**src/rtl/assert_macros.svh**
```systemverilog
// Assertion macros used by the RTL.
`ifndef ASSERT_MACROS_SVH
`define ASSERT_MACROS_SVH

// Same-cycle implication, checked outside reset.
`define ASSERT_IMPLIES(label, clk, rst, ante, cons) \
   label: assert property (@(posedge clk) disable iff (rst) (ante) |-> (cons)) \
      else $error("assertion failed");

// Next-cycle implication, checked at every edge including reset.
`define ASSERT_NEXT(label, clk, ante, cons) \
   label: assert property (@(posedge clk) (ante) |=> (cons)) \
      else $error("assertion failed");

`endif

```
**src/rtl/btc_pkg.sv**
```systemverilog
`default_nettype none
package btc_pkg;

   // Field widths.
   localparam int RAW_W   = 24;
   localparam int COEFF_W = 16;
   localparam int TEMP_W  = 19;
   localparam int PRES_W  = 32;
   localparam int DT_W    = 25;
   localparam int PROD_W  = 42;
   localparam int OFF_W   = 37;
   localparam int SENS_W  = 36;
   localparam int SPLIT_W = 18;
   localparam int PPLO_W  = RAW_W + SPLIT_W;
   localparam int PPHI_W  = RAW_W + 1 + SENS_W - SPLIT_W;
   localparam int FULL_W  = 61;
   localparam int DIFF_W  = 41;
   localparam int CSR_IDX_W = 3;

   // Base temperature of 20.00 degrees, in centidegrees, added to the scaled delta.
   localparam logic signed [TEMP_W-1:0] TEMP_BASE = 19'sd2000;

   // Register indexes of the coefficient bank.
   typedef enum logic [CSR_IDX_W-1:0] {
      CSR_PRES_SENS   = 3'd0,
      CSR_PRES_OFF    = 3'd1,
      CSR_SENS_TCOEF  = 3'd2,
      CSR_OFF_TCOEF   = 3'd3,
      CSR_TEMP_REF    = 3'd4,
      CSR_TEMP_SLOPE  = 3'd5
   } csr_index_type;

   typedef struct packed {
      logic [COEFF_W-1:0] pres_sens;
      logic [COEFF_W-1:0] pres_off;
      logic [COEFF_W-1:0] sens_tcoef;
      logic [COEFF_W-1:0] off_tcoef;
      logic [COEFF_W-1:0] temp_ref;
      logic [COEFF_W-1:0] temp_slope;
   } coeff_set_type;

   // Intermediate values handed from the temperature unit to the pressure unit.
   typedef struct packed {
      logic [RAW_W-1:0]         raw_pressure;
      logic signed [TEMP_W-1:0] temp;
      logic signed [OFF_W-1:0]  off;
      logic signed [SENS_W-1:0] sens;
   } mid_type;

endpackage
`default_nettype wire

```
**src/rtl/btc_coeff_regs.sv**
```systemverilog
`default_nettype none
module btc_coeff_regs import btc_pkg::*; (
   input  wire logic                 clock,
   input  wire logic                 reset,
   input  wire logic                 csr_write_en,
   input  wire logic [CSR_IDX_W-1:0] csr_index,
   input  wire logic [COEFF_W-1:0]   csr_wdata,
   output coeff_set_type             coeff
);

   coeff_set_type coeff_ff;
   coeff_set_type coeff_in;

   // Decode the register index; writes beyond the bank are dropped.
   always_comb begin
      coeff_in = coeff_ff;
      if (csr_write_en) begin
         case (csr_index)
            CSR_PRES_SENS:  coeff_in.pres_sens  = csr_wdata;
            CSR_PRES_OFF:   coeff_in.pres_off   = csr_wdata;
            CSR_SENS_TCOEF: coeff_in.sens_tcoef = csr_wdata;
            CSR_OFF_TCOEF:  coeff_in.off_tcoef  = csr_wdata;
            CSR_TEMP_REF:   coeff_in.temp_ref   = csr_wdata;
            CSR_TEMP_SLOPE: coeff_in.temp_slope = csr_wdata;
            default:        coeff_in = coeff_ff;
         endcase
      end
   end

   always_ff @(posedge clock) begin
      if (reset) begin
         coeff_ff <= '0;
      end else begin
         coeff_ff <= coeff_in;
      end
   end

   assign coeff = coeff_ff;

endmodule
`default_nettype wire

```
**config.mk**
```make
export PLATFORM = sky130hd
export DESIGN_NAME = btc_coeff_regs
export DESIGN_NICKNAME = d
export VERILOG_FILES = /design/src/rtl/assert_macros.svh /design/src/rtl/btc_pkg.sv /design/src/rtl/btc_coeff_regs.sv
export SDC_FILE = /design/constraint.sdc
export NUM_CORES = 1
export LEC_CHECK = 0
export BUFFER_PORTS_ARGS = -buffer_cell sky130_fd_sc_hd__buf_4
export CELL_PAD_IN_SITES_DETAIL_PLACEMENT = 1
export CELL_PAD_IN_SITES_GLOBAL_PLACEMENT = 1
export CORE_ASPECT_RATIO = 2
export CORE_MARGIN = 1
export CORE_UTILIZATION = 42
export CTS_CLUSTER_DIAMETER = 150
export CTS_CLUSTER_SIZE = 12
export DETAILED_ROUTE_END_ITERATION = 6
export PLACE_DENSITY = 0.94
export SLEW_MARGIN = 5
export SYNTH_ARGS = -nofsm -noshare
export SYNTH_HDL_FRONTEND = slang
export SYNTH_SLANG_ARGS = --single-unit
```
**constraint.sdc**
```tcl
create_clock -name clock -period 1.7 [get_ports clock]
set_input_delay 0.085 -clock clock [delete_from_list [all_inputs] [get_ports clock]]
set_output_delay 0.085 -clock clock [all_outputs]
set_load 0.01 [all_outputs]
```
Yosys cells after proc, flatten, opt, wreduce, memory -nomap -nowiden
Index checks and enable logic that the tools add are counted.

Eq/ne operators: 5. Reduce and logical (&&, ||, !) cells: 7.

Operators by type and width (count): $reduce_and 2->1 (6); $eq 3x2->1 const B (2); $eq 3x3->1 const B (2); $eq 3x1->1 const B (1); $logic_not 3->1 (1).

Register bits after elaboration: 96. Output and inout bits: 96. Word-level logic and storage cells: 18.

Longest topological paths before layout
Depth after elaboration: 2. Gate-level depth with buffers: 4. Gate-level depth less buffers: 2.

Worst setup path before layout
No wires, ideal clock.

Path type: input-to-reg. Start: in csr_index[1]. End: reg coeff_ff, in the netlist coeff[85]. Library setup time: 0.124 ns. Arrival time: 0.984 ns. Slack: 0.592 ns. Cell stages on the path: 4. Buffers on the path: 2. Path through: or4b_1 -> buf_2 -> buf_6 -> mux2i_1.

Cells in the longest elaborated chain, start to end: 2.

Ends and longest elaborated chain: start: declaration (RTL line btc_coeff_regs.sv:6) `input wire logic [CSR_IDX_W-1:0] csr_index,`; $logic_not 3->1 (RTL line btc_coeff_regs.sv:18) `case (csr_index)`; $reduce_and 2->1 (no source line); end signal: assignment (RTL line btc_coeff_regs.sv:34) `coeff_ff <= coeff_in;`; end: declaration (RTL line btc_coeff_regs.sv:11) `coeff_set_type coeff_ff;`.

Every way passes these cells. A chain may end at the register's enable or synchronous reset.

Worst setup path after layout
Start: reg coeff_ff, in the netlist coeff[83]. End: out coeff[83] (netlist bit).

RTL lines: end: declaration (RTL line btc_coeff_regs.sv:8) `output coeff_set_type coeff`.

No word-level cell between the ends.

==> flow_summary.yaml <==
clock_network:
  cts_resized: 0
  cts_tree: "built"
  clock_latency_ns: 0.34
  root_buffer: "clkbuf_16"
  clk_pin_slew_ns: 0.07
  htree_num_levels: 3
  post_cts_buffers: 0
  holdBufCountCts: 0
  cts_max_path_buffers: 2
  cts.sinks: 96
  numCtsBuffers: 9
yosys:
  syn-cell-area_mm2: 0.00378
  syn-num-nets: 358
  synth_warnings: 0
  yosysSeqAreaShare: 0.508
  ys_async_sr_fraction: 0
  synth.most_common_cell: "nand2b_1"
  yosys_register_bits: 96
  yosysTopAreaCell: "dfxtp_1"
  ys_types: 11
  synth_top_area_share: 0.508
  synth_area_per_cell_um2: 11.3
  synth_common_cells: "nand2b_1 (112), dfxtp_1 (96), mux2i_1 (96)"
  synth_edf_count: 0
  synth_top_cells_by_area: "dfxtp_1 (51%), mux2i_1 (25%), nand2b_1 (19%)"
  ys.flop_type: "dfxtp_1"
  synth_cells: 336
cells_and_area:
  fillers: 963
  largest_register_ffs: 96
  syn_to_final_growth_pct: 32.5
  fin_cells: 553
  diodes: 0
  finalNetCount: 470
  drive_gt1_frac: 0.311
floorplan:
  fp-row-count: 48
  die_w_um: 69.1
  boundaryPins: 118
  start_util: 0.434
  core_mm2: 0.00871
  die_area_mm2: 0.00941
  die_h_um: 136
routing:
  viasPerCell: 5.03
  drt-total-wl_um: 10500
  antenna_left: 0
  vias: 2779
  drt-initial-drc-count: 128
  route.detailed.drc: 0
  first_pass_iters: 4
  routedWlPerCell_um: 19.0
status:
  status: "finished, final reports clean"
critical_path:
  cpMaxStageDelayCell: "dfxtp_1"
  critPathMaxStageDelay_ns: 0.37
  cpLargestDelayFamily: "flip-flops"
  critPathBufInv: 1
  path_max_fanout: 2
  worst_ep_required_time_ns: 1.62
  path_cells: "buf_4"
  worstSetupPathType: "flop to output pin"
  arrival_ns: 0.85
  crit_path_end_kind: "output pin"
  startpoint_type: "flop"
timing:
  worst_pin_slew_ns: 0.643
  maxClockFrequency_ghz: 1.07
  final-setup-viol-count: 0
  hold_viol: 0
  clock_skew_ns: 0
  setup_tns_ns: 0
  worst_slack_ns: 0.769
  post-route-period-util: 0.547
  holdWs_ns: 0.128
  rsz0062_at_grt: "false"
  period_minus_slack_ns: 0.931
  slew_headroom: 0.570
  maxSlewViolCount: 0
grt:
  antenna_found_initial: 0
  grt_usage: 0.229
  grt_pass1_wl_um: 16200
  grt_pass1_vias: 2994
  grt_max_degree: 61
  grt_overflow: 0
power_and_ir_drop:
  switchingPower_mw: 1.07
  p_int_mw: 3.53
  power_density_mw_per_mm2: 917
  combPwrFrac: 0.083
  p_clk_frac: 0.410
  pwr-share-seq: 0.507
  p_leak_nw: 2.54
  ir_drop_mv: 0.565
  swShare: 0.233
placement:
  post-dp-hpwl_um: 7780
  dp.cells: 537
  place.gp.congestion: 0.741
  numPortBuffers: 117
  dp_slack_ns: 0.440
run:
  cap_violations: 0
hold_path:
  hold_path.class: "input port to flop"
## power by group through the flow
stage | clock network [mW] | registers (mW) | logic (mW)
4_1_cts | 1.92 | 2.33 | 0.386
6_report | 1.89 | 2.33 | 0.380
3_5_place_dp | 0 | 2.38 | 0.385
3_3_place_gp | 0 | 2.38 | 0.372
2_1_floorplan | 0 | 2.40 | 0.179
5_1_grt | 2.00 | 2.33 | 0.405
## layout by cell type, fill, tap and decap left out, types with 2 or more instances in the layout
cell type  count
buf_4        125
clkbuf_1       2
nand2b_1     112
mux2i_1       96
nand4b_1       2
nand4bb_1      3
clkinv_4       2
clkbuf_16      9
dfxtp_1       96
## cell families (layout without fill, tap and decap cells)
kind of cell | count (synthesis) | after routing | share of synthesized area
DFF | 96 | 96 | 0.508
buffers and inverters | 24 | 141 | 0.0291
and+or+nand+nor | 120 | 120 | 0.209
muxes | 96 | 96 | 0.254
## stage by stage
stage	util	total power, mW	instance area (µm²)
global route	0.576	4.73	5010
global placement	0.544	2.75	4740
detailed placement	0.544	2.77	4740
floorplan	-	2.58	3780
CTS	0.576	4.64	5010
finish	0.576	4.60	5010
## layer usage
metal	GRT usage	vias to the layer above	share of wire	routed length [µm]
li1	-	1339	-	-
met1	0.217	1351	0.36	3770
met2	0.458	75	0.59	6160
met3	0.0400	14	0.030	310
met4	0.111	0	0.024	248
met5	0	-	0	0
## cell type report
class | instances | area, µm² | area share
flip-flops and latches | 96 | 1920 | 0.383
multi-input cells | 216 | 1750 | 0.349
repair buffers | 125 | 938 | 0.187
clock buffers | 12 | 246 | 0.0492
well taps | 100 | 125 | 0.0250
clock inverters | 4 | 30.0 | 0.00599
## worst paths after layout
kind                startpoint   endpoint  slack (ns)  cells past startpoint
setup / recovery     coeff[83]  coeff[83]        0.77                      1
hold / removal    csr_index[1]  coeff[82]        0.13                      3
setup reg to reg     coeff[84]  coeff[84]        1.04                      2
hold reg to reg      coeff[94]  coeff[94]        0.47                      2
Power figures use the tool's default switching activity.
