## config.mk

```make
export PLATFORM = sky130hd
export DESIGN_NAME = btc_pres_unit
export DESIGN_NICKNAME = d
export VERILOG_FILES = /design/src/rtl/assert_macros.svh /design/src/rtl/btc_pkg.sv /design/src/rtl/btc_pres_unit.sv
export SDC_FILE = /design/constraint.sdc
export NUM_CORES = 2
export LEC_CHECK = 0
export BUFFER_PORTS_ARGS = -buffer_cell sky130_fd_sc_hd__buf_2
export CAP_MARGIN = 20
export CORE_MARGIN = 2
export CORE_UTILIZATION = 30
export CTS_CLUSTER_SIZE = 30
export DETAILED_ROUTE_END_ITERATION = 10
export HOLD_SLACK_MARGIN = 0.1
export RECOVER_POWER = 25
export SETUP_SLACK_MARGIN = 0.02
export SLEW_MARGIN = 15
export SYNTH_ARGS = -nofsm -noshare
export SYNTH_HDL_FRONTEND = slang
export SYNTH_SLANG_ARGS = --single-unit
```

## constraint.sdc

```tcl
create_clock -name clock -period 10.95 [get_ports clock]
set_clock_uncertainty 0.2 [all_clocks]
set_input_delay 2.19 -clock clock [delete_from_list [all_inputs] [get_ports clock]]
set_output_delay 2.19 -clock clock [all_outputs]
set_load 0.01 [all_outputs]
```

## src/rtl/assert_macros.svh

```systemverilog
// Assertion macros used by the RTL.
`ifndef ASSERT_MACROS_SVH
`define ASSERT_MACROS_SVH

// Same-cycle implication, checked outside reset.
`define ASSERT_IMPLIES(label, clk, rst, ante, cons) \
   label: assert property (@(posedge clk) disable iff (rst) (ante) |-> (cons)) \
      else $error("assertion failed");

// Next-cycle implication, checked at every edge including reset.
`define ASSERT_NEXT(label, clk, ante, cons) \
   label: assert property (@(posedge clk) (ante) |=> (cons)) \
      else $error("assertion failed");

`endif

```

## src/rtl/btc_pkg.sv

```systemverilog
`default_nettype none
package btc_pkg;

   // Field widths.
   localparam int RAW_W   = 24;
   localparam int COEFF_W = 16;
   localparam int TEMP_W  = 19;
   localparam int PRES_W  = 32;
   localparam int DT_W    = 25;
   localparam int PROD_W  = 42;
   localparam int OFF_W   = 37;
   localparam int SENS_W  = 36;
   localparam int SPLIT_W = 18;
   localparam int PPLO_W  = RAW_W + SPLIT_W;
   localparam int PPHI_W  = RAW_W + 1 + SENS_W - SPLIT_W;
   localparam int FULL_W  = 61;
   localparam int DIFF_W  = 41;
   localparam int CSR_IDX_W = 3;

   // Base temperature of 20.00 degrees, in centidegrees, added to the scaled delta.
   localparam logic signed [TEMP_W-1:0] TEMP_BASE = 19'sd2000;

   // Register indexes of the coefficient bank.
   typedef enum logic [CSR_IDX_W-1:0] {
      CSR_PRES_SENS   = 3'd0,
      CSR_PRES_OFF    = 3'd1,
      CSR_SENS_TCOEF  = 3'd2,
      CSR_OFF_TCOEF   = 3'd3,
      CSR_TEMP_REF    = 3'd4,
      CSR_TEMP_SLOPE  = 3'd5
   } csr_index_type;

   typedef struct packed {
      logic [COEFF_W-1:0] pres_sens;
      logic [COEFF_W-1:0] pres_off;
      logic [COEFF_W-1:0] sens_tcoef;
      logic [COEFF_W-1:0] off_tcoef;
      logic [COEFF_W-1:0] temp_ref;
      logic [COEFF_W-1:0] temp_slope;
   } coeff_set_type;

   // Intermediate values handed from the temperature unit to the pressure unit.
   typedef struct packed {
      logic [RAW_W-1:0]         raw_pressure;
      logic signed [TEMP_W-1:0] temp;
      logic signed [OFF_W-1:0]  off;
      logic signed [SENS_W-1:0] sens;
   } mid_type;

endpackage
`default_nettype wire

```

## src/rtl/btc_pres_unit.sv

```systemverilog
`default_nettype none
// Three stages: split pressure product, its recombination, then offset
// subtraction and final scaling.
module btc_pres_unit import btc_pkg::*; (
   input  wire logic                clock,
   input  wire logic                reset,
   input  wire logic                in_valid,
   output logic                     in_ready,
   input  wire mid_type             in_data,
   output logic                     out_valid,
   input  wire logic                out_ready,
   output logic signed [TEMP_W-1:0] out_temp,
   output logic signed [PRES_W-1:0] out_pres
);

   logic v4_ff, v5_ff, v6_ff;
   logic v4_in, v5_in, v6_in;
   logic rdy4, rdy5, rdy6;

   logic [PPLO_W-1:0]         pp_lo_ff, pp_lo_in;
   logic signed [PPHI_W-1:0]  pp_hi_ff, pp_hi_in;
   logic signed [FULL_W-1:0]  full_ff, full_in;
   logic signed [OFF_W-1:0]   off_s4_ff, off_s5_ff;
   logic signed [TEMP_W-1:0]  temp_s4_ff, temp_s5_ff, temp_s6_ff;
   logic signed [DIFF_W-1:0]  diff;
   logic signed [PRES_W-1:0]  pres_ff, pres_in;

   // A stage may load when it is empty or its content moves on.
   assign rdy6 = !v6_ff || out_ready;
   assign rdy5 = !v5_ff || rdy6;
   assign rdy4 = !v4_ff || rdy5;
   assign in_ready = rdy4;

   assign v4_in = rdy4 ? in_valid : v4_ff;
   assign v5_in = rdy5 ? v4_ff : v5_ff;
   assign v6_in = rdy6 ? v5_ff : v6_ff;

   always_ff @(posedge clock) begin
      if (reset) begin
         v4_ff <= 1'b0;
         v5_ff <= 1'b0;
         v6_ff <= 1'b0;
      end else begin
         v4_ff <= v4_in;
         v5_ff <= v5_in;
         v6_ff <= v6_in;
      end
   end

   // Stage 4: raw pressure times sensitivity, as low and high partial products.
   assign pp_lo_in = in_data.raw_pressure * in_data.sens[SPLIT_W-1:0];
   assign pp_hi_in = signed'({1'b0, in_data.raw_pressure})
                     * signed'(in_data.sens[SENS_W-1:SPLIT_W]);

   // Stage 5: recombine the partial products.
   assign full_in = signed'({pp_hi_ff[FULL_W-SPLIT_W-1:0], {SPLIT_W{1'b0}}})
                    + signed'({{(FULL_W-PPLO_W){1'b0}}, pp_lo_ff});

   // Stage 6: scale down, subtract the offset and scale again.
   assign diff = signed'({full_ff[FULL_W-1], full_ff[FULL_W-1:21]})
                 - signed'({{(DIFF_W-OFF_W){off_s5_ff[OFF_W-1]}}, off_s5_ff});
   assign pres_in = signed'({{6{diff[DIFF_W-1]}}, diff[DIFF_W-1:15]});

   always_ff @(posedge clock) begin
      if (rdy4) begin
         pp_lo_ff   <= pp_lo_in;
         pp_hi_ff   <= pp_hi_in;
         off_s4_ff  <= in_data.off;
         temp_s4_ff <= in_data.temp;
      end
      if (rdy5) begin
         full_ff    <= full_in;
         off_s5_ff  <= off_s4_ff;
         temp_s5_ff <= temp_s4_ff;
      end
      if (rdy6) begin
         pres_ff    <= pres_in;
         temp_s6_ff <= temp_s5_ff;
      end
   end

   assign out_valid = v6_ff;
   assign out_temp  = temp_s6_ff;
   assign out_pres  = pres_ff;

endmodule
`default_nettype wire

```

Word level (Yosys, flattened, before mapping)
Index checks and enable logic that the tools add are counted.
{"block": "totals", "regBits": 306, "inputBits": 120, "out_inout_bits": 53, "elab_cells": 22}
{"block": "classes", "n_addsub": 2, "n_mul": 2, "reduce_logical": 6}
{"cell": "$add 61x43->61", "n": 1}
{"cell": "$mul 25x18->43", "n": 1}
{"cell": "$mul 24x18->42", "n": 1}
{"cell": "$sub 40x37->41", "n": 1}
{"cell": "$logic_not 1->1", "n": 3}
{"cell": "$logic_or 1x1->1", "n": 3}

Longest topological paths before layout
{"block": "depth", "word_depth": 4, "mapped_depth": 26, "mapped_depth_nobuf": 23}

Worst setup path after synthesis
No wires, ideal clock.
{"block": "synth_path", "path_kind": "in2reg", "startpoint": "input in_data[108] in the netlist's numbering", "endpoint": "register pp_hi_ff[38], data pin", "setup_time_ps": 261, "arrival_ps": 8157, "required_ps": 10489, "path_slack_ps": 2332, "cell_stages": 23, "n_path_buf": 3, "path_cell_list": "clkbuf_1 > clkbuf_1 > nand2_1 > fa_1 > fa_1 > fa_1 > inv_1 > fa_1 > fa_1 > inv_1 > fa_1 > inv_1 > ha_1 > buf_2 > a21o_1 > o21bai_1 > a21o_1 > a211o_1 > or3_1 > a31oi_2 > o21ai_1 > a311o_1 > xor2_1"}
{"block": "synth_between", "elab_chain_len": 1}
{"item": "start: declaration", "line": "btc_pres_unit.sv:9", "source": "input wire mid_type in_data,"}
{"item": "$mul 25x18->43", "line": "btc_pres_unit.sv:53", "source": "* signed'(in_data.sens[SENS_W-1:SPLIT_W]);"}
{"item": "via pp_hi_in[38]", "line": "btc_pres_unit.sv:21", "source": "logic signed [PPHI_W-1:0] pp_hi_ff, pp_hi_in;"}
{"item": "end signal: assignment", "line": "btc_pres_unit.sv:67", "source": "pp_hi_ff <= pp_hi_in;"}
{"item": "end: declaration", "line": "btc_pres_unit.sv:21"}
The timed path passes the listed nets, and every way through them passes these cells.
A chain may end at the register's enable or synchronous reset.

Final worst setup path
{"block": "layout_path", "startpoint": "input in_data[99] in the netlist's numbering", "endpoint": "register pp_hi_ff[38], data pin"}
The elaborated chain is that of the path after synthesis.

==> impl_metrics.yaml <==
synthesis:
  ys_types: 60
  synth_area_leaders: "fa_1 (37%), edfxtp_1 (21%), ha_1 (10%)"
  ys_seq_area_share_pct: 20.8
  synth_edf_count: 264
  yosysWarnings: 0
  yosys.area.top_type: "fa_1"
  synthArstFlopShare_pct: 0
  yosysMostFrequentCell: "inv_1"
  synth_flop_cell: "edfxtp_1"
  syn_nets: 5062
  synth_top_area_share_pct: 36.5
  synth_area_um2: 38500
  synth.ff_latch_count: 267
  synthTopCellsByCount: "inv_1 (928), fa_1 (702), nand2_1 (572)"
  synth.avg_cell_area_um2: 9.82
  postSynthCellCount: 3920
grt:
  grt_pass1_wl_um: 162000
  overflow: 0
  grt_pass1_vias: 28300
  antenna_found_initial: 22
  gr-usage-all-layers_pct: 15.7
  grt_max_degree: 76
die:
  fp.dieW_um: 362
  die_y_um: 362
  coreArea_um2: 127000
  fp-row-count: 131
  ios: 173
  dieArea_um2: 131000
  start_util_pct: 30.2
cells_and_area:
  nFillCells: 13000
  finalNetCount: 5104
  stdcell_area_um2: 41800
  area_growth_pct: 8.61
  final_layout_size_suffix_gt1_share_pct: 5.73
  utilization_pct: 32.8
clock_network:
  clkLatencyLatePin_ns: 0.55
  post_cts_buffers: 0
  clock-sinks: 267
  cts_tree: "built"
  h-tree-depth: 1
  clockBufferDepth: 3
  cts_resized: 0
  cts_made_buffers: 25
  path_clk_slew_ns: 0.06
  clockRootBuffer: "clkbuf_16"
  hold_buffers: 0
hold_path:
  min_path_type: "register to register"
status:
  run_status: "finished clean"
route:
  vias_per_cell: 4.64
  vias: 26200
  routed_wirelength_um: 102000
  drtIter0Drc: 1647
  firstDrtPassIters: 5
  drc: 0
  antenna_left: 0
  wire_per_inst_um: 18.0
setup_path:
  crit_required_ns: 11.04
  start_kind: "input pin"
  crit_fanout: 23
  rr_worst_depth: 11
  r2r-start: "off_s5_ff[3]"
  critical_path_class: "input pin to register"
  r2r_slack_ns: 7.27
  crit_cells: 22
  cpMostUsedCell: "fa_1"
  path_cells: "buf_2, buf_4, nand2_1, fa_1, inv_1, fa_1, fa_1, fa_1, fa_1, inv_1, fa_1, inv_1, ha_1, a21o_1, o21bai_1, a21o_1, a211o_1, or3_1, a31oi_2, o21ai_1, a311o_1, xor2_1"
  cp_data_arrival_time_ns: 8.77
  cp-startpoint: "in_data[99]"
  reg2reg_to: "out_pres[23]"
  cp_top_family: "adder cells"
  end_kind: "register"
  slowest_stage: "fa_1"
  crit_buf_inv: 5
  max_stage_delay_ns: 0.57
  critPathCapture: "pp_hi_ff[38]"
timing:
  rsz0062_at_grt: "no"
  period_minus_slack_ns: 8.68
  post-route-period-util_pct: 79.3
  finalSetupViolations: 0
  fmax_mhz: 115
  hold_violations: 0
  relSlewSlack_pct: 33.3
  slew_violations: 0
  worst_pin_slew_ns: 1.00
  tns_ns: 0
run:
  maxCapViolCount: 0
placement:
  io_buffers: 172
  gp_congestion: 0.863
  place_area_um2: 40900
  dp_hpwl_um: 81100
## worst reg2reg max path: stages (launching register included)
cell	delay [ns]
edfxtp_1	0.34
inv_1	0.05
ha_1	0.29
o211ai_1	0.09
o21a_1	0.19
or3b_2	0.51
a211oi_1	0.46
o21ai_0	0.39
o21ai_0	0.43
a21oi_1	0.17
o21bai_1	0.18
xor2_1	0.21
## registers in the layout, summed over array words and instances, names as in the netlist
signal / count
full_ff: 40
off_s4_ff: 37
off_s5_ff: 37
out_pres: 26
out_temp: 19
out_valid: 1
pp_hi_ff: 43
pp_lo_ff: 24
temp_s4_ff: 19
temp_s5_ff: 19
v4_ff: 1
v5_ff: 1
## layer usage
layer / up-vias / wire length [µm] / global-route usage (%)
met1: 13300 / 44800 / 21.3
met5: - / 133 / 0
met3: 157 / 6650 / 2.02
met4: 22 / 2460 / 3.77
li1: 11900 / - / -
met2: 857 / 48000 / 26.6
## cells by family (layout without fill, tap and decap cells)
logic type,count (synthesis),in the layout,synth area share (%)
buffers and inverters,1108,1169,10.9
AOI/OAI and AO/OA,295,295,4.96
and+or+nand+nor,1107,1107,13.7
xor gates and xnor gates,121,121,2.75
DFF,267,267,20.8
adders and majority gates,1022,1022,46.9
other,0,8,0
## metrics by stage
step / instances / hold WS [ns] / setup WS, ns
after global placement: 5597 / 0.201 / 1.80
after global routing: 5651 / 0.220 / 1.91
after floorplan: 3920 / 0.200 / 2.33
final: 5651 / 0.216 / 2.27
after detailed placement: 5597 / 0.205 / 1.72
after CTS: 5643 / 0.217 / 2.31
## worst min-delay path by stage
stage                        start       endpoint  slack (ns)  depth (start not counted)
global placement     temp_s4_ff[6]  temp_s5_ff[6]        0.20                          0
finish               off_s4_ff[33]  off_s5_ff[33]        0.22                          0
floorplan             off_s4_ff[0]   off_s5_ff[0]        0.20                          0
CTS                  off_s4_ff[33]  off_s5_ff[33]        0.22                          0
detailed placement   off_s4_ff[33]  off_s5_ff[33]        0.20                          0
global route        temp_s5_ff[11]   out_temp[11]        0.22                          0
## layout by cell type, fill, tap and decap left out, drive strengths merged, types with 79 or more instances in the layout
cell type and n:
inv 930, fa 702, nand2 572, and2 330, ha 320, edfxtp 264, buf 173, a21oi 103
xnor2 81, nor2 79
## area by class of cell
| class | count | area [µm²] | area share (%) |
|---|---|---|---|
| Antenna cell | 8 | 20.0 | 0.0479 |
| Inverter | 928 | 3490 | 8.34 |
| Multi-Input combinational cell | 2545 | 26300 | 63.0 |
| Tap cell | 1662 | 2080 | 4.98 |
| Sequential cell | 267 | 7990 | 19.1 |
| Clock buffer | 30 | 644 | 1.54 |
| Timing Repair Buffer | 195 | 1010 | 2.41 |
| Clock inverter | 16 | 253 | 0.605 |
Power is left out: the tool's default activity adds up to more than one toggle a clock period on the data nets, which glitch-free logic cannot reach.
