[config.mk]
export PLATFORM = sky130hd
export DESIGN_NAME = btc_temp_unit
export DESIGN_NICKNAME = d
export VERILOG_FILES = /design/src/rtl/assert_macros.svh /design/src/rtl/btc_pkg.sv /design/src/rtl/btc_temp_unit.sv
export SDC_FILE = /design/constraint.sdc
export NUM_CORES = 2
export LEC_CHECK = 0
export ABC_AREA = 0
export BUFFER_PORTS_ARGS = -buffer_cell sky130_fd_sc_hd__buf_2
export CAP_MARGIN = 10
export CORE_ASPECT_RATIO = 0.5
export CORE_MARGIN = 10
export CORE_UTILIZATION = 50
export CTS_BUF_LIST = sky130_fd_sc_hd__clkbuf_4 sky130_fd_sc_hd__clkbuf_8
export DETAILED_ROUTE_END_ITERATION = 6
export PLACE_DENSITY = 0.68
export SLEW_MARGIN = 20
export SYNTH_ARGS = -nofsm -noshare
export SYNTH_HDL_FRONTEND = slang
export SYNTH_SLANG_ARGS = --single-unit
[constraint.sdc]
create_clock -name clock -period 8.42 [get_ports clock]
set_input_delay 2.105 -clock clock [delete_from_list [all_inputs] [get_ports clock]]
set_output_delay 2.105 -clock clock [all_outputs]
set_load 0.01 [all_outputs]
[src/rtl/assert_macros.svh]
// Assertion macros used by the RTL.
`ifndef ASSERT_MACROS_SVH
`define ASSERT_MACROS_SVH

// Same-cycle implication, checked outside reset.
`define ASSERT_IMPLIES(label, clk, rst, ante, cons) \
   label: assert property (@(posedge clk) disable iff (rst) (ante) |-> (cons)) \
      else $error("assertion failed");

// Next-cycle implication, checked at every edge including reset.
`define ASSERT_NEXT(label, clk, ante, cons) \
   label: assert property (@(posedge clk) (ante) |=> (cons)) \
      else $error("assertion failed");

`endif

[src/rtl/btc_pkg.sv]
`default_nettype none
package btc_pkg;

   // Field widths.
   localparam int RAW_W   = 24;
   localparam int COEFF_W = 16;
   localparam int TEMP_W  = 19;
   localparam int PRES_W  = 32;
   localparam int DT_W    = 25;
   localparam int PROD_W  = 42;
   localparam int OFF_W   = 37;
   localparam int SENS_W  = 36;
   localparam int SPLIT_W = 18;
   localparam int PPLO_W  = RAW_W + SPLIT_W;
   localparam int PPHI_W  = RAW_W + 1 + SENS_W - SPLIT_W;
   localparam int FULL_W  = 61;
   localparam int DIFF_W  = 41;
   localparam int CSR_IDX_W = 3;

   // Base temperature of 20.00 degrees, in centidegrees, added to the scaled delta.
   localparam logic signed [TEMP_W-1:0] TEMP_BASE = 19'sd2000;

   // Register indexes of the coefficient bank.
   typedef enum logic [CSR_IDX_W-1:0] {
      CSR_PRES_SENS   = 3'd0,
      CSR_PRES_OFF    = 3'd1,
      CSR_SENS_TCOEF  = 3'd2,
      CSR_OFF_TCOEF   = 3'd3,
      CSR_TEMP_REF    = 3'd4,
      CSR_TEMP_SLOPE  = 3'd5
   } csr_index_type;

   typedef struct packed {
      logic [COEFF_W-1:0] pres_sens;
      logic [COEFF_W-1:0] pres_off;
      logic [COEFF_W-1:0] sens_tcoef;
      logic [COEFF_W-1:0] off_tcoef;
      logic [COEFF_W-1:0] temp_ref;
      logic [COEFF_W-1:0] temp_slope;
   } coeff_set_type;

   // Intermediate values handed from the temperature unit to the pressure unit.
   typedef struct packed {
      logic [RAW_W-1:0]         raw_pressure;
      logic signed [TEMP_W-1:0] temp;
      logic signed [OFF_W-1:0]  off;
      logic signed [SENS_W-1:0] sens;
   } mid_type;

endpackage
`default_nettype wire

[src/rtl/btc_temp_unit.sv]
`default_nettype none
// Three stages: temperature difference, three coefficient products, then
// temperature, offset and sensitivity.
module btc_temp_unit import btc_pkg::*; (
   input  wire logic             clock,
   input  wire logic             reset,
   input  wire coeff_set_type    coeff,
   input  wire logic             in_valid,
   output logic                  in_ready,
   input  wire logic [RAW_W-1:0] in_raw_pressure,
   input  wire logic [RAW_W-1:0] in_raw_temperature,
   output logic                  out_valid,
   input  wire logic             out_ready,
   output mid_type               out_data
);

   logic v1_ff, v2_ff, v3_ff;
   logic v1_in, v2_in, v3_in;
   logic rdy1, rdy2, rdy3;

   logic [RAW_W-1:0]         d1_s1_ff, d1_s2_ff;
   logic signed [DT_W-1:0]   dt_ff, dt_in;
   logic signed [PROD_W-1:0] prod_t_ff, prod_o_ff, prod_s_ff;
   logic signed [PROD_W-1:0] prod_t_in, prod_o_in, prod_s_in;
   mid_type                  mid_ff, mid_in;

   // A stage may load when it is empty or its content moves on.
   assign rdy3 = !v3_ff || out_ready;
   assign rdy2 = !v2_ff || rdy3;
   assign rdy1 = !v1_ff || rdy2;
   assign in_ready = rdy1;

   assign v1_in = rdy1 ? in_valid : v1_ff;
   assign v2_in = rdy2 ? v1_ff : v2_ff;
   assign v3_in = rdy3 ? v2_ff : v3_ff;

   always_ff @(posedge clock) begin
      if (reset) begin
         v1_ff <= 1'b0;
         v2_ff <= 1'b0;
         v3_ff <= 1'b0;
      end else begin
         v1_ff <= v1_in;
         v2_ff <= v2_in;
         v3_ff <= v3_in;
      end
   end

   // Stage 1: raw temperature minus the reference temperature.
   assign dt_in = signed'({1'b0, in_raw_temperature})
                  - signed'({1'b0, coeff.temp_ref, 8'd0});

   // Stage 2: the three products of the temperature difference.
   assign prod_t_in = dt_ff * signed'({1'b0, coeff.temp_slope});
   assign prod_o_in = dt_ff * signed'({1'b0, coeff.off_tcoef});
   assign prod_s_in = dt_ff * signed'({1'b0, coeff.sens_tcoef});

   // Stage 3: scale the products and add the base terms.
   always_comb begin
      mid_in.raw_pressure = d1_s2_ff;
      mid_in.temp = signed'(prod_t_ff[PROD_W-1:23]) + TEMP_BASE;
      mid_in.off  = signed'({4'd0, coeff.pres_off, 17'd0})
                    + signed'({prod_o_ff[PROD_W-1], prod_o_ff[PROD_W-1:6]});
      mid_in.sens = signed'({4'd0, coeff.pres_sens, 16'd0})
                    + signed'({prod_s_ff[PROD_W-1], prod_s_ff[PROD_W-1:7]});
   end

   always_ff @(posedge clock) begin
      if (rdy1) begin
         d1_s1_ff <= in_raw_pressure;
         dt_ff    <= dt_in;
      end
      if (rdy2) begin
         d1_s2_ff  <= d1_s1_ff;
         prod_t_ff <= prod_t_in;
         prod_o_ff <= prod_o_in;
         prod_s_ff <= prod_s_in;
      end
      if (rdy3) begin
         mid_ff <= mid_in;
      end
   end

   assign out_valid = v3_ff;
   assign out_data  = mid_ff;

endmodule
`default_nettype wire

* Yosys cells after proc, flatten, opt, wreduce, memory -nomap -nowiden
Index checks and enable logic that the tools add are counted.
** Word-level totals
- Memory bits (writable) :: 0
- Output and inout bits :: 118
- Bits in registers :: 318
- Input port bits :: 148
- Bits in latches :: 0
- Bits in read-only memories :: 0
- Memories kept :: 0
** Cells by class
- $mul :: 3
- Add/sub/neg operators :: 4
- Equality and inequality tests :: 0
- Reductions and logical operators :: 6
- $lt $le $gt $ge :: 0
- Div/mod/pow operators :: 0
- Bitwise operators :: 0
- Shift operators :: 0
- Multiplexer cells :: 0
** Operators by type and width (count)
- 25-bit by 17-bit multiplier with 42-bit output :: 3
- 34-bit by 36-bit adder with 37-bit output :: 1
- 33-bit by 35-bit adder with 36-bit output :: 1
- 24-bit by 24-bit subtractor with 25-bit output :: 1
- 19-bit by 12-bit adder with 19-bit output, second input constant :: 1
- 1-bit logical NOT :: 3
- 1-bit logical OR :: 3

* Depth between registers and ports, before layout
- Depth after elaboration :: 4
- Depth in mapped cells :: 26
- Depth with buffers taken out :: 25

* Worst setup path before layout
Ideal clock, no wire load.
- Kind :: input-to-reg
- Start :: input coeff[57] (netlist name)
- End :: register prod_s_ff[40] (data pin)
- Buffers on the path :: 2
- Required time :: 8.162 ns
- Arrival :: 8.090 ns
- Library setup time :: 0.258 ns
- Path slack :: 0.072 ns
- Stages :: 25
- Cells stage by stage :: clkbuf_1 > clkbuf_1 > nand2_1 > fa_1 > inv_1 > fa_1 > inv_1 > fa_1 > inv_1 > fa_1 > fa_1 > inv_1 > fa_1 > inv_1 > ha_1 > and3_1 > and3_1 > or4b_1 > a31o_2 > a31o_2 > o21bai_1 > and4_1 > or3_1 > a21oi_1 > xnor2_1
** Between the ends
- Longest elaborated chain between the ends :: 1
** Ends and longest elaborated chain
- start: declaration :: line btc_temp_unit.sv:7 : input wire coeff_set_type coeff,
- 25-bit by 17-bit multiplier with 42-bit output :: line btc_temp_unit.sv:56 : assign prod_s_in = dt_ff * signed'({1'b0, coeff.sens_tcoef});
- via prod_s_in[40] :: line btc_temp_unit.sv:24 : logic signed [PROD_W-1:0] prod_t_in, prod_o_in, prod_s_in;
- end signal: assignment :: line btc_temp_unit.sv:77 : prod_s_ff <= prod_s_in;
- end: declaration :: line btc_temp_unit.sv:23 : logic signed [PROD_W-1:0] prod_t_ff, prod_o_ff, prod_s_ff;
The timed path passes the listed nets, and every way through them passes these cells.
A chain may end at the register's enable or synchronous reset.

* Worst setup path in the final report
- Start :: input coeff[2] (netlist name)
- End :: register prod_t_ff[40] (data pin)
** Between the ends
- Longest elaborated chain between the ends :: 1
** Ends and longest elaborated chain
- 25-bit by 17-bit multiplier with 42-bit output :: line btc_temp_unit.sv:54 : assign prod_t_in = dt_ff * signed'({1'b0, coeff.temp_slope});
- via prod_t_in[40] :: line btc_temp_unit.sv:24
- end signal: assignment :: line btc_temp_unit.sv:75 : prod_t_ff <= prod_t_in;
- end: declaration :: line btc_temp_unit.sv:23
The timed path passes the listed nets, and every way through them passes these cells.

==> impl_metrics.py <==
metrics = {
    "cells_and_area": {
        "final_cell_area_mm2": 0.0575,
        "share_of_layout_cells_above_drive_strength_1_pct": 9.49,
        "nNetsFinal": 7332,
        "area_growth_pct": 9.07,
    },
    "yosys": {
        "seq_area_frac_synth_pct": 16.0,
        "post_synth.cell_area_avg_um2": 9.77,
        "synth_cells": 5402,
        "synth_most_common_cell": "sky130_fd_sc_hd__inv_1",
        "synth.largest_area_cell": "sky130_fd_sc_hd__fa_1",
        "syn-cell-area_mm2": 0.0528,
        "post_synth_main_area_contributors": "sky130_fd_sc_hd__fa_1 (44%), sky130_fd_sc_hd__edfxtp_1 (16%), sky130_fd_sc_hd__inv_1 (10%)",
        "yosys_warnings": 0,
        "number_of_enable_flip_flop_cells_after_synthesis": 279,
        "synth_seq_cells": 282,
        "postSynthNetCount": 7072,
        "synthTopCellsByCount": "sky130_fd_sc_hd__inv_1 (1,470), sky130_fd_sc_hd__fa_1 (1,170), sky130_fd_sc_hd__nand2_1 (771)",
        "postSynth.topFlopCell": "sky130_fd_sc_hd__edfxtp_1",
        "yosysTopAreaCellShare_pct": 44.4,
        "async_flop_share_pct": 0,
        "netlist-cell-type-count": 63,
    },
    "setup_path": {
        "worst_r2r_path_cells": 23,
        "timing.rr.end": "prod_o_ff[41]",
        "crit_path_max_fanout": 10,
        "cp-start-kind": "input port",
        "timing.critical_path.to_type": "register",
        "crit_type": "in2reg",
        "crit_arrival_ps": 8520,
        "cp.required_ps": 8850,
        "critical_path.reg2reg.startpoint": "dt_ff[11]",
        "r2r_setup_slack_ps": 930,
    },
    "global_route": {
        "globalRoute.busiestLayer": "met2",
        "pin_count_of_the_biggest_net_entering_global_routing": 63,
        "grt_remaining_overflow": 0,
        "grt_pass1_vias": 40700,
        "met1_global_route_usage_pct": 27.0,
        "gr-usage-all-layers_pct": 21.5,
        "grt_util_met3_pct": 4.03,
        "wire_length_of_the_first_global_routing_pass_um": 209000,
        "antenna_found_initial": 17,
        "grt.met2_usage_pct": 37.1,
    },
    "timing": {
        "report.final.setup_viol": 0,
        "setup_repair_after_global_routing_missed_its_margin": "false",
        "slew_violations": 0,
        "fin_tns_setup_ps": 0,
        "slew_headroom_pct": 36.4,
        "fin_worst_skew_ps": 38.3,
        "final.min_clock_period_ps": 8080,
        "layout_worst_path_cycle_share_pct": 96.0,
        "hold_viol": 0,
        "hold-worst-slack_ps": 400,
        "worst_slew_pin_slew_ps": 955,
        "peak_freq_mhz": 124,
    },
    "cts": {
        "cts.repair_timing.setup_buffer_count": 0,
        "clock_tree.buffer_depth": 3,
        "cts_buffers": 46,
        "tritoncts": "built",
        "reg_clk_slew_reported_paths_ps": 70,
        "clock_latency_reported_for_the_late_side_of_the_worst_skew_pair_ps": 700,
        "cts.hold.buffers_added": 0,
        "cts_htree_levels": 2,
        "cts.root.buffer_cell": "sky130_fd_sc_hd__clkbuf_8",
        "clock_sinks": 282,
    },
    "min_path": {
        "end_point_of_the_most_critical_hold_path": "out_data[11]",
        "min_path_cells": 0,
        "min_path_type": "reg2reg",
        "worst_hold_startpoint": "prod_s_ff[18]",
    },
    "drt": {
        "routed_wire_per_std_cell_um": 17.4,
        "drtAntennaViolNets": 0,
        "drt-vias-per-instance": 5.04,
        "dr_total_vias": 35900,
        "drt_pre_antenna_iters": 5,
        "detailedRoute.firstIterationViolations": 2055,
        "detail_route.drc_violations": 0,
        "finalWirelength_um": 124000,
    },
    "run": {
        "number_of_maximum_capacitance_constraint_violations": 0,
    },
    "place": {
        "dpl_cell_area_mm2": 0.0565,
        "dp.final_hpwl_um": 103000,
        "place.gp.congestion": 0.875,
        "place.port_buffers": 265,
    },
    "floorplan": {
        "num_rows": 84,
        "floorplan.core_area_mm2": 0.105,
        "dieWidth_um": 479,
        "die_area_mm2": 0.120,
        "floorplan.die.height_um": 250,
        "io-pin-count": 266,
        "initial_utilization_pct": 50.3,
    },
    "run_status": {
        "outcome": "finished, final reports clean",
    },
}
[layout make-up]
| cell class | instances | area (um^2) |
|---|---|---|
| Timing Repair Buffer | 444 | 2820 |
| Clock inverter | 27 | 267 |
| Multi-Input combinational cell | 3418 | 38000 |
| Clock buffer | 59 | 743 |
| Inverter | 1470 | 5530 |
| Antenna cell | 10 | 25.0 |
| Fill cell | 9398 | 47300 |
| Sequential cell | 282 | 8440 |
| Tap cell | 1419 | 1780 |
[flip-flops by register name, indices dropped and copies added, names as in the netlist, 19 cells and up]
name and cells:
dt_ff 25, prod_t_ff 19, d1_s1_ff 24, prod_o_ff 36, out_data 116, d1_s2_ff 24
prod_s_ff 35
[worst max-delay path: stages]
cell and delay (ps):
sky130_fd_sc_hd__buf_2 270, sky130_fd_sc_hd__buf_4 200, sky130_fd_sc_hd__nand2_1 70, sky130_fd_sc_hd__fa_1 550, sky130_fd_sc_hd__fa_1 520, sky130_fd_sc_hd__fa_1 510
sky130_fd_sc_hd__inv_1 60, sky130_fd_sc_hd__fa_1 440, sky130_fd_sc_hd__fa_1 520, sky130_fd_sc_hd__inv_1 50, sky130_fd_sc_hd__fa_1 480, sky130_fd_sc_hd__inv_1 50
sky130_fd_sc_hd__ha_1 290, sky130_fd_sc_hd__nand4_1 120, sky130_fd_sc_hd__or4_1 530, sky130_fd_sc_hd__o211ai_1 410, sky130_fd_sc_hd__a22oi_1 180, sky130_fd_sc_hd__o21ai_1 300
sky130_fd_sc_hd__a41oi_2 220, sky130_fd_sc_hd__o2bb2ai_1 320, sky130_fd_sc_hd__o22ai_1 170, sky130_fd_sc_hd__xnor2_1 140
[layout by cell type, fill, tap and decap left out, types with 8 or more instances in the layout]
master,instances
sky130_fd_sc_hd__inv_1,1468
sky130_fd_sc_hd__and2_1,479
sky130_fd_sc_hd__nand2_1,770
sky130_fd_sc_hd__nand2b_1,14
sky130_fd_sc_hd__buf_4,167
sky130_fd_sc_hd__nand3_1,22
sky130_fd_sc_hd__a21boi_0,8
sky130_fd_sc_hd__edfxtp_1,279
sky130_fd_sc_hd__xor2_1,36
sky130_fd_sc_hd__and3_1,22
sky130_fd_sc_hd__buf_2,265
sky130_fd_sc_hd__fa_1,1170
sky130_fd_sc_hd__nor2_1,91
sky130_fd_sc_hd__buf_12,12
sky130_fd_sc_hd__clkinv_1,8
sky130_fd_sc_hd__nor3_1,24
sky130_fd_sc_hd__o21a_1,16
sky130_fd_sc_hd__clkbuf_8,48
sky130_fd_sc_hd__clkbuf_4,11
sky130_fd_sc_hd__clkinv_2,8
sky130_fd_sc_hd__nand4_1,11
sky130_fd_sc_hd__ha_1,352
sky130_fd_sc_hd__xnor2_1,112
sky130_fd_sc_hd__o21ai_0,45
sky130_fd_sc_hd__a21o_1,33
sky130_fd_sc_hd__diode_2,10
sky130_fd_sc_hd__a21oi_1,92
sky130_fd_sc_hd__nor2b_1,18
[logic make-up (layout without fill, tap and decap cells)]
group                      Yosys count  after routing  share of synthesized area, %
AOI/OAI and AO/OA                  264            264                          3.20
and+or+nand+nor                   1484           1484                          13.5
other                                0             10                             0
xor gates and xnor gates           148            148                          2.46
adders and majority gates         1522           1522                          52.7
buffers and inverters             1702           2000                          12.1
DFF                                282            282                          16.0
[repair_timing]
action                                 in CTS  in global routing
setup endpoints to repair                   0                  2
endpoints found under the hold margin       0                  0
gates resized for setup                     0                  1
[routing by layer]
layer | part of all wire [%] | routed length [um] | vias up
met5 | 0.039 | 48 | -
met1 | 40 | 49900 | 18400
met3 | 6.2 | 7690 | 239
li1 | - | - | 16200
met4 | 3.4 | 4200 | 8
met2 | 50 | 62300 | 1016
[metrics by stage]
| step | std cells | utilization [%] | setup WS [ps] |
|---|---|---|---|
| floorplan | 5402 | - | 72.1 |
| global placement | 7033 | 53.9 | -253 |
| detailed placement | 7033 | 53.9 | -382 |
| CTS | 7119 | 54.8 | 342 |
| global route | 7129 | 54.9 | 54.6 |
| finish | 7129 | 54.9 | 337 |
[worst max path at each step]
stage,cells after the start,from,end
finish,22,coeff[2],prod_t_ff[40]
global route,21,coeff[2],prod_t_ff[35]
CTS,21,coeff[2],prod_t_ff[41]
detailed placement,21,coeff[2],prod_t_ff[41]
global placement,22,coeff[2],prod_t_ff[40]
floorplan,25,coeff[57],prod_s_ff[40]
Power is not shown: default switching activity piles up to over one toggle a cycle in this logic, so the estimate is an artifact.
